**config.mk**
```make
export PLATFORM = sky130hd
export DESIGN_NAME = i2c_expander_port_master_unit
export DESIGN_NICKNAME = d
export VERILOG_FILES = /design/src/sv/iepm_pkg.sv /design/src/sv/iepm_seq.sv /design/src/sv/i2c_expander_port_master_unit.sv
export SDC_FILE = /design/constraint.sdc
export NUM_CORES = 1
export LEC_CHECK = 0
export BUFFER_PORTS_ARGS = -buffer_cell sky130_fd_sc_hd__buf_2
export CORE_ASPECT_RATIO = 0.9
export CORE_MARGIN = 2
export CORE_UTILIZATION = 37
export DETAILED_ROUTE_END_ITERATION = 16
export SLEW_MARGIN = 10
export SYNTH_ARGS = -nofsm -noshare
export SYNTH_HDL_FRONTEND = slang
export SYNTH_SLANG_ARGS = --single-unit
```
**constraint.sdc**
```tcl
create_clock -name clk -period 4.95 [get_ports clk]
set_clock_uncertainty 0.1 [all_clocks]
set_input_delay 0.99 -clock clk [delete_from_list [all_inputs] [get_ports clk]]
set_output_delay 0.99 -clock clk [all_outputs]
set_load 0.02 [all_outputs]
```
**src/sv/iepm_pkg.sv**
```systemverilog
// Shared types, codes and bus level tables for the I2C port expander master.
package iepm_pkg;

  localparam int CFG_IDX_W = 2;
  localparam int CFG_DATA_W = 8;

  localparam logic [CFG_IDX_W-1:0] REG_DEVICE_ADDRESS = 2'd0;
  localparam logic [CFG_IDX_W-1:0] REG_PHASE_TICKS = 2'd1;

  localparam logic [6:0] DEVICE_ADDRESS_RST = 7'd32;
  localparam logic [7:0] PHASE_TICKS_RST = 8'd1;

  localparam logic [1:0] KIND_TICK = 2'd0;
  localparam logic [1:0] KIND_WRITE = 2'd1;
  localparam logic [1:0] KIND_READ = 2'd2;

  localparam logic [3:0] BITS_PER_BYTE = 4'd8;

  typedef enum logic [16:0] {
    PH_IDLE_HI = 17'h00001,
    PH_IDLE_LO = 17'h00002,
    PH_ST_A    = 17'h00004,
    PH_ST_B    = 17'h00008,
    PH_TB_SET  = 17'h00010,
    PH_TB_HIGH = 17'h00020,
    PH_TA_SET  = 17'h00040,
    PH_TA_HIGH = 17'h00080,
    PH_TA_LOW  = 17'h00100,
    PH_RB_HIGH = 17'h00200,
    PH_RB_LOW  = 17'h00400,
    PH_NK_SET  = 17'h00800,
    PH_NK_HIGH = 17'h01000,
    PH_NK_LOW  = 17'h02000,
    PH_SP_A    = 17'h04000,
    PH_SP_B    = 17'h08000,
    PH_SP_C    = 17'h10000
  } phase_t;

  typedef struct packed {
    logic [1:0] kind;
    logic [7:0] write_data;
    logic       sda_in;
  } in_item_t;

  typedef struct packed {
    logic       scl_out;
    logic       sda_out;
    logic       busy_res;
    logic       done_res;
    logic       failed;
    logic [7:0] read_data;
  } out_item_t;

  function automatic logic scl_level(input phase_t ph);
    logic lvl;
    case (ph)
      PH_IDLE_LO, PH_TB_SET, PH_TA_SET, PH_TA_LOW, PH_RB_LOW,
      PH_NK_SET, PH_NK_LOW, PH_SP_A: lvl = 1'b0;
      default: lvl = 1'b1;
    endcase
    return lvl;
  endfunction

  function automatic logic sda_level(input phase_t ph);
    logic lvl;
    case (ph)
      PH_ST_B, PH_SP_A, PH_SP_B: lvl = 1'b0;
      default: lvl = 1'b1;
    endcase
    return lvl;
  endfunction

endpackage

```
**src/sv/iepm_seq.sv**
```systemverilog
// Bus sequencer: transaction state and the per-item step that yields one result.
module iepm_seq (
  input  logic                clk,
  input  logic                rst_n,
  input  logic                step,
  input  iepm_pkg::in_item_t  item,
  input  logic [6:0]          device_address,
  input  logic [7:0]          phase_ticks,
  output iepm_pkg::out_item_t result
);
  import iepm_pkg::*;

  phase_t     phase_r, phase_nxt;
  logic [3:0] bit_cnt_r, bit_cnt_nxt;
  logic [7:0] shift_r, shift_nxt;
  logic [7:0] wait_r, wait_nxt;
  logic       is_read_r, is_read_nxt;
  logic       fail_r, fail_nxt;
  logic [7:0] rx_byte_r, rx_byte_nxt;
  logic [7:0] tx_byte_r, tx_byte_nxt;
  logic       data_stage_r, data_stage_nxt;

  logic       busy;
  logic       busy_nxt;
  logic       done;
  logic [7:0] ticks_eff;
  logic [3:0] cnt_inc;

  assign busy = (phase_r != PH_IDLE_HI) && (phase_r != PH_IDLE_LO);
  assign busy_nxt = (phase_nxt != PH_IDLE_HI) && (phase_nxt != PH_IDLE_LO);
  // A zero phase length behaves as one tick.
  assign ticks_eff = (phase_ticks == 8'd0) ? 8'd1 : phase_ticks;
  assign cnt_inc = bit_cnt_r + 4'd1;

  always_comb begin
    phase_nxt = phase_r;
    bit_cnt_nxt = bit_cnt_r;
    shift_nxt = shift_r;
    wait_nxt = wait_r;
    is_read_nxt = is_read_r;
    fail_nxt = fail_r;
    rx_byte_nxt = rx_byte_r;
    tx_byte_nxt = tx_byte_r;
    data_stage_nxt = data_stage_r;
    done = 1'b0;

    if (step) begin
      if (item.kind == KIND_TICK) begin
        if (busy) begin
          if (wait_r > 8'd1) begin
            wait_nxt = wait_r - 8'd1;
          end else begin
            // The phase ends: most arms enter a new phase with a full wait.
            wait_nxt = ticks_eff;
            case (phase_r)
              PH_ST_A: phase_nxt = PH_ST_B;
              PH_ST_B: begin
                bit_cnt_nxt = 4'd0;
                phase_nxt = PH_TB_SET;
              end
              PH_TB_SET: phase_nxt = PH_TB_HIGH;
              PH_TB_HIGH: begin
                shift_nxt = {shift_r[6:0], 1'b0};
                bit_cnt_nxt = cnt_inc;
                phase_nxt = (cnt_inc < BITS_PER_BYTE) ? PH_TB_SET : PH_TA_SET;
              end
              PH_TA_SET: phase_nxt = PH_TA_HIGH;
              PH_TA_HIGH: begin
                if (item.sda_in) begin
                  fail_nxt = 1'b1;
                  if (data_stage_r) begin
                    // Data NACK leaves the clock low and ends at once.
                    phase_nxt = PH_IDLE_LO;
                    wait_nxt = 8'd0;
                    done = 1'b1;
                  end else begin
                    phase_nxt = PH_SP_A;
                  end
                end else begin
                  phase_nxt = PH_TA_LOW;
                end
              end
              PH_TA_LOW: begin
                if (data_stage_r) begin
                  phase_nxt = PH_SP_A;
                end else if (is_read_r) begin
                  bit_cnt_nxt = 4'd0;
                  shift_nxt = 8'd0;
                  phase_nxt = PH_RB_HIGH;
                end else begin
                  data_stage_nxt = 1'b1;
                  shift_nxt = tx_byte_r;
                  bit_cnt_nxt = 4'd0;
                  phase_nxt = PH_TB_SET;
                end
              end
              PH_RB_HIGH: begin
                shift_nxt = {shift_r[6:0], item.sda_in};
                phase_nxt = PH_RB_LOW;
              end
              PH_RB_LOW: begin
                bit_cnt_nxt = cnt_inc;
                phase_nxt = (cnt_inc < BITS_PER_BYTE) ? PH_RB_HIGH : PH_NK_SET;
              end
              PH_NK_SET: phase_nxt = PH_NK_HIGH;
              PH_NK_HIGH: phase_nxt = PH_NK_LOW;
              PH_NK_LOW: phase_nxt = PH_SP_A;
              PH_SP_A: phase_nxt = PH_SP_B;
              PH_SP_B: phase_nxt = PH_SP_C;
              PH_SP_C: begin
                if (is_read_r && !fail_r) begin
                  rx_byte_nxt = shift_r;
                end
                phase_nxt = PH_IDLE_HI;
                wait_nxt = 8'd0;
                done = 1'b1;
              end
              default: begin
                phase_nxt = PH_IDLE_HI;
                wait_nxt = 8'd0;
              end
            endcase
          end
        end
      end else if ((item.kind inside {KIND_WRITE, KIND_READ}) && !busy) begin
        is_read_nxt = (item.kind == KIND_READ);
        tx_byte_nxt = item.write_data;
        data_stage_nxt = 1'b0;
        fail_nxt = 1'b0;
        bit_cnt_nxt = 4'd0;
        shift_nxt = {device_address, (item.kind == KIND_READ)};
        phase_nxt = PH_ST_A;
        wait_nxt = ticks_eff;
      end
    end
  end

  always_comb begin
    result.scl_out = scl_level(phase_nxt);
    if ((phase_nxt == PH_TB_SET) || (phase_nxt == PH_TB_HIGH)) begin
      result.sda_out = shift_nxt[7];
    end else begin
      result.sda_out = sda_level(phase_nxt);
    end
    result.busy_res = busy_nxt;
    result.done_res = done;
    result.failed = fail_nxt;
    result.read_data = rx_byte_nxt;
  end

  always_ff @(posedge clk) begin
    if (!rst_n) begin
      phase_r <= PH_IDLE_HI;
      bit_cnt_r <= 4'd0;
      shift_r <= 8'd0;
      wait_r <= 8'd0;
      is_read_r <= 1'b0;
      fail_r <= 1'b0;
      rx_byte_r <= 8'd0;
      data_stage_r <= 1'b0;
    end else begin
      phase_r <= phase_nxt;
      bit_cnt_r <= bit_cnt_nxt;
      shift_r <= shift_nxt;
      wait_r <= wait_nxt;
      is_read_r <= is_read_nxt;
      fail_r <= fail_nxt;
      rx_byte_r <= rx_byte_nxt;
      data_stage_r <= data_stage_nxt;
    end
  end

  always_ff @(posedge clk) begin
    tx_byte_r <= tx_byte_nxt;
  end

endmodule

```
**src/sv/i2c_expander_port_master_unit.sv**
```systemverilog
// Top level: I2C port expander master with config registers and result register.
// Latency: the result of an item is registered on the edge that accepts it and
// is offered on out_valid from the next cycle.
// Throughput: one item per cycle while out_ready holds; the sequencer steps once per accepted item.
// Reset (rst_n low, synchronous): bus released and idle, no result pending,
// device_address back to 32 and phase_ticks back to 1.
module i2c_expander_port_master_unit (
  input  logic                               clk,
  input  logic                               rst_n,
  input  logic                               in_valid,
  output logic                               in_ready,
  input  iepm_pkg::in_item_t                 in_data,
  output logic                               out_valid,
  input  logic                               out_ready,
  output iepm_pkg::out_item_t                out_data,
  input  logic                               cfg_valid,
  output logic                               cfg_ready,
  input  logic [iepm_pkg::CFG_IDX_W-1:0]     cfg_index,
  input  logic [iepm_pkg::CFG_DATA_W-1:0]    cfg_wdata
);
  import iepm_pkg::*;

  logic [6:0] dev_addr_r;
  logic [7:0] ticks_r;
  logic       out_valid_r;
  out_item_t  out_data_r;
  out_item_t  step_result;
  logic       in_accept;

  assign cfg_ready = 1'b1;
  assign in_ready = out_ready || !out_valid_r;
  assign in_accept = in_valid && in_ready;
  assign out_valid = out_valid_r;
  assign out_data = out_data_r;

  iepm_seq u_seq (
    .clk            (clk),
    .rst_n          (rst_n),
    .step           (in_accept),
    .item           (in_data),
    .device_address (dev_addr_r),
    .phase_ticks    (ticks_r),
    .result         (step_result)
  );

  always_ff @(posedge clk) begin
    if (!rst_n) begin
      dev_addr_r <= DEVICE_ADDRESS_RST;
      ticks_r <= PHASE_TICKS_RST;
    end else if (cfg_valid && cfg_ready) begin
      case (cfg_index)
        REG_DEVICE_ADDRESS: dev_addr_r <= cfg_wdata[6:0];
        REG_PHASE_TICKS: ticks_r <= cfg_wdata;
        default: ;
      endcase
    end
  end

  always_ff @(posedge clk) begin
    if (!rst_n) begin
      out_valid_r <= 1'b0;
    end else if (in_accept) begin
      out_valid_r <= 1'b1;
    end else if (out_ready) begin
      out_valid_r <= 1'b0;
    end
  end

  always_ff @(posedge clk) begin
    if (in_accept) begin
      out_data_r <= step_result;
    end
  end

endmodule

```
# == Word level (Yosys, flattened, before mapping) ==
# Cells that the tools add are included.
# totals
inputBits,26
output_inout_bits,16
reg_bits,85
# op_classes
n_reduce_logical,28
bitwise_logic,2
muxes,62
n_eq_ne,39
n_lt_le_gt_ge,2
add_sub_neg,2
# ops
cell,count
case mux 17 bit (14 select lines),1
two-way mux 8 bit,20
two-way mux 17 bit,6
equality test 17 x 11 -> 1 bit (second input constant),2
equality test 17 x 12 -> 1 bit (second input constant),2
equality test 17 x 14 -> 1 bit (second input constant),2
equality test 17 x 15 -> 1 bit (second input constant),2
equality test 17 x 16 -> 1 bit (second input constant),2
equality test 17 x 4 -> 1 bit (second input constant),2
equality test 17 x 5 -> 1 bit (second input constant),2
equality test 17 x 6 -> 1 bit (second input constant),2
equality test 17 x 7 -> 1 bit (second input constant),2
equality test 17 x 9 -> 1 bit (second input constant),2
!= test 17 x 1 -> 1 bit (second input constant),2
!= test 17 x 2 -> 1 bit (second input constant),2
two-way mux 15 bit,2
case mux 8 bit (3 select lines),1
two-way mux 1 bit,21
two-way mux 4 bit,5
equality test 17 x 10 -> 1 bit (second input constant),1
equality test 17 x 13 -> 1 bit (second input constant),1
equality test 17 bit (second input constant),1
equality test 17 x 2 -> 1 bit (second input constant),1
equality test 17 x 3 -> 1 bit (second input constant),1
other kinds (32),50

# == Logic depth before layout (Yosys ltp) ==
# depth
ltp_word,12
mapped_depth,12
depth_no_buf,10

# == Modules after synthesis ==
# Synthesis repeated with hierarchy kept, for this count alone.
# hier_totals
cells_unflattened,519
hier_area_um2,4773.3
# by_module_without_submodules
module,area_each_um2,instances,cells_per_inst
iepm_seq,3726.1,1,438
i2c_expander_port_master_unit,1047.3,1,81

# == Worst setup path before layout ==
# OpenSTA, ideal clock, no wires.
# synth_path
path_type,input-to-reg
from,input out_ready
to,"register out_data_r, in the netlist out_data[10] (data pin)"
cell_stages,7
setup_time_ns,0.265
slack_ns,1.739
path_buffers,0
arrival_time_ns,2.845
path_cell_list,nand2b_1 > nand3_1 > a211oi_2 > o21ai_0 > o31ai_4 > nand2b_2 > or3_1
# synth_rtl
element,line,source
start: declaration,i2c_expander_port_master_unit.sv:14,"input logic out_ready,"
end signal: assignment,i2c_expander_port_master_unit.sv:71,out_data_r <= step_result;
end: declaration,i2c_expander_port_master_unit.sv:26,out_item_t out_data_r;

# == Worst setup path after layout ==
# layout_path
from,input in_data[9] (netlist bit)
to,register u_seq.wait_r[3]
# layout_between
elab_chain_len,5
word_cells_on_any_way,9
# layout_rtl
element,line,source
start: declaration,i2c_expander_port_master_unit.sv:12,"input iepm_pkg::in_item_t in_data,"
equality test 2 x 1 -> 1 bit or equality test 2 bit (tied branches),iepm_seq.sv:125,"end else if ((item.kind inside {KIND_WRITE, KIND_READ}) && !busy) begin"
nonzero test 2 bit,iepm_seq.sv:125,
logical AND 1 bit,iepm_seq.sv:125,
nonzero test 2 bit (no line),n/a,
AND reduction 3 bit (no line),n/a,
end signal: assignment,iepm_seq.sv:165,wait_r <= wait_nxt;
end: declaration,iepm_seq.sv:16,"logic [7:0] wait_r, wait_nxt;"
# Parallel ways exist; a longest one is shown, timed or not.
# A chain may end at the register's enable or synchronous reset.

==> insert_results.sql <==
INSERT INTO impl_metrics (metric_group, metric, value, unit) VALUES
('floorplanning', 'floorplan.die.width', '123', 'µm'),
('drt', 'drc', '0', ''),
('sta', 'timing.slew.headroom', '0.168', ''),
('synth', 'syn_area', '0.00471', 'mm²'),
('floorplanning', 'rows', '39', ''),
('floorplanning', 'die_area', '0.0137', 'mm²'),
('drt', 'drtPass1Iterations', '7', ''),
('synth', 'netlist_top_cells_count', 'sky130_fd_sc_hd__nor2_1, sky130_fd_sc_hd__dfxtp_1, sky130_fd_sc_hd__a21oi_1', ''),
('drt', 'drt-wirelength-per-cell', '16.9', 'µm'),
('critical_path', 'cp-end-kind', 'flop', ''),
('run_status', 'run_status', 'finished clean', ''),
('critical_path', 'cpPeakStageDelay', '660', 'ps'),
('global_route', 'grt_pass1_wl', '19700', 'µm'),
('finish', 'drive_gt1_frac', '0.171', ''),
('sta', 'timing.final.crit_share', '0.742', ''),
('synth', 'synth_top_flop_cell', 'sky130_fd_sc_hd__dfxtp_1', ''),
('power', 'power.internal', '1.26', 'mW'),
('clock_network', 'cts_tree', 'done', ''),
('synth', 'yosysWarnings', '0', ''),
('synth', 'post_synth_main_area_contributors', 'sky130_fd_sc_hd__dfxtp_1, sky130_fd_sc_hd__edfxtp_1, sky130_fd_sc_hd__nor2_1', ''),
('global_route', 'grt_usage', '0.185', ''),
('sta', 'unrepaired_setup_endpoints_after_global_routing', 'no', ''),
('synth', 'synth_largest_area_cell', 'sky130_fd_sc_hd__dfxtp_1', ''),
('power', 'combPwrFrac', '0.143', ''),
('hold_path', 'worst_hold_path.endpoint', 'u_seq.bit_cnt_r[3]', ''),
('synth', 'yosys.area.top_type_share', '0.272', ''),
('synth', 'synth_edf_count', '21', ''),
('critical_path', 'worstSetupPathType', 'in2reg', ''),
('critical_path', 'crit-reg2reg-launch', 'u_seq.phase_r[14]', ''),
('place', 'dp_slack', '966', 'ps'),
('drt', 'antenna_left', '0', ''),
('finish', 'syn_to_final_growth', '12.7', '%'),
('drt', 'wirelength', '12200', 'µm'),
('power', 'total_switching_power', '0.501', 'mW'),
('clock_network', 'post_cts_buffers', '0', ''),
('critical_path', 'setup.worst_path.start_class', 'primary input', ''),
('floorplanning', 'initial_core_util', '0.374', ''),
('sta', 'timing_worst_slew_pin_value', '1250', 'ps'),
('power', 'power.static_leakage', '1.97', 'nW'),
('finish', 'num_antenna_cells', '0', ''),
('clock_network', 'cts_root_buf', 'sky130_fd_sc_hd__clkbuf_16', ''),
('synth', 'synth_most_common_cell', 'sky130_fd_sc_hd__nor2_1', ''),
('clock_network', 'cts-resized-gates', '0', ''),
('critical_path', 'r2r_setup_slack', '1400', 'ps'),
('power', 'share_of_total_power_in_the_clock_network', '0.421', ''),
('critical_path', 'r2r_cells', '8', ''),
('synth', 'synth.yosys.seq_area_share', '0.406', ''),
('floorplanning', 'num_io_pins', '42', ''),
('hold_path', 'hold_path.startpoint', 'u_seq.bit_cnt_r[3]', ''),
('floorplanning', 'core_area', '0.0126', 'mm²'),
('place', 'place.detailed.hpwl', '8890', 'µm'),
('critical_path', 'data_arrival_time_of_the_critical_path', '3800', 'ps'),
('global_route', 'grt_start_max_net_pins', '29', ''),
('clock_network', 'h-tree-depth', '3', ''),
('global_route', 'grt_pass1_vias', '3662', ''),
('synth', 'synthCells', '530', ''),
('synth', 'postSynthNetCount', '561', ''),
('critical_path', 'chain_of_cells_forming_the_critical_path', 'buf_2 > inv_1 > ha_1 > nand2b_1 > nor4_1 > and2_0 > a21oi_1 > nor2_1 > o21ai_0 > a21oi_1 > nor2_1', ''),
('critical_path', 'timing.critical_path.slowest_stage_cell', 'sky130_fd_sc_hd__nor2_1', ''),
('sta', 'clock.fmax', '272', 'MHz'),
('synth', 'synthArstFlopShare', '0', ''),
('floorplanning', 'die_y', '111', 'µm'),
('hold_path', 'worst_hold_path.num_cells', '2', ''),
('sta', 'finalHoldViolCount', '0', ''),
('clock_network', 'clock_sinks', '85', ''),
('sta', 'timing_max_transition_violations_final', '0', ''),
('finish', 'final_nets', '583', ''),
('clock_network', 'insertion_delay', '350', 'ps'),
('drt', 'vias_cell', '5.57', ''),
('sta', 'fin_crit', '3670', 'ps'),
('place', 'globalplace.congestion', '0.989', '');
[metrics by stage]
step                      utilization  std cells  cell area [µm²]  power [mW]  hold WS, ps
after global routing            0.422        721             5310        1.84          397
final                           0.422        721             5310        1.76          370
after global placement          0.396        705             4990        1.03          354
after detailed placement        0.396        705             4990        1.03          361
after CTS                       0.422        721             5310        1.78          370
after floorplan                     -        530             4710       0.965          339
[cell families (layout without fill, tap and decap cells)]
logic type / count (synthesis) / after routing / synth area share
fa+ha+maj: 5 / 5 / 0.0133
simple gates: 235 / 235 / 0.279
mux: 26 / 26 / 0.0626
buf+inv: 49 / 76 / 0.0483
xor+xnor: 12 / 12 / 0.0223
other cells: 1 / 1 / 0.000795
compound gates: 117 / 117 / 0.169
flops: 85 / 85 / 0.406
[power groups by stage]
stage	clock (mW)	sequential, mW	combinational, mW
2_1_floorplan	0	0.780	0.185
3_3_place_gp	0	0.784	0.243
3_5_place_dp	0	0.784	0.249
4_1_cts	0.757	0.768	0.250
5_1_grt	0.789	0.772	0.278
6_report	0.743	0.769	0.252
[registers in the layout, summed over array words and instances (netlist names), 4 cells and up]
register / cells
dev_addr_r: 7
out_data: 13
ticks_r: 8
u_seq.bit_cnt_r: 4
u_seq.phase_r: 17
u_seq.rx_byte_r: 8
u_seq.shift_r: 8
u_seq.tx_byte_r: 8
u_seq.wait_r: 8
[layer usage]
| metal | vias up | part of all wire | global-route usage |
|---|---|---|---|
| met3 | 25 | 0.060 | 0.0432 |
| li1 | 1976 | - | - |
| met4 | 0 | 0.018 | 0.0591 |
| met1 | 1882 | 0.49 | 0.273 |
| met2 | 136 | 0.43 | 0.264 |
| met5 | - | 0 | 0 |
[cells in the final DEF, fill, tap and decap left out, types with 5 or more instances in the layout]
master                      count
sky130_fd_sc_hd__nor4_1         5
sky130_fd_sc_hd__a22oi_1        8
sky130_fd_sc_hd__edfxtp_1      21
sky130_fd_sc_hd__clkbuf_16     10
sky130_fd_sc_hd__inv_1         14
sky130_fd_sc_hd__buf_4          5
sky130_fd_sc_hd__a21oi_1       42
sky130_fd_sc_hd__or3_1          9
sky130_fd_sc_hd__nor3_1        13
sky130_fd_sc_hd__and2_1        11
sky130_fd_sc_hd__o21ai_0       28
sky130_fd_sc_hd__mux2_4         7
sky130_fd_sc_hd__nand4_1       12
sky130_fd_sc_hd__nand2b_1       6
sky130_fd_sc_hd__dfxtp_1       64
sky130_fd_sc_hd__xnor2_1        6
sky130_fd_sc_hd__buf_2         40
sky130_fd_sc_hd__nand3_1       20
sky130_fd_sc_hd__or4_4          5
sky130_fd_sc_hd__xor2_1         6
sky130_fd_sc_hd__nor4b_1        6
sky130_fd_sc_hd__nor2_1        79
sky130_fd_sc_hd__ha_1           5
sky130_fd_sc_hd__nand2_1       33
sky130_fd_sc_hd__mux2i_1       19
sky130_fd_sc_hd__a211oi_1       9
[layout make-up]
type,count,area [µm²]
Multi-Input combinational cell,396,2570
Sequential cell,85,1910
Tap cell,164,205
Clock buffer,10,250
Timing Repair Buffer,45,238
Fill cell,1271,7280
Inverter,15,56.3
Clock inverter,6,75.1
[worst max path at each step]
stage	start	cells after the start	endpoint
after global routing	in_data[9]	11	u_seq.wait_r[3]
after floorplan	out_ready	7	out_data[10]
final	in_data[9]	11	u_seq.wait_r[3]
after global placement	in_data[9]	9	out_data[10]
after CTS	in_data[9]	10	out_data[12]
after detailed placement	in_data[9]	10	out_data[12]
[critical path: cells and delay by family]
| family | cells | cell delay (ps) |
|---|---|---|
| compound gates | 3 | 490 |
| buf+inv | 2 | 120 |
| simple gates | 5 | 1830 |
| fa+ha+maj | 1 | 350 |
(Power assumes the default switching activity.)
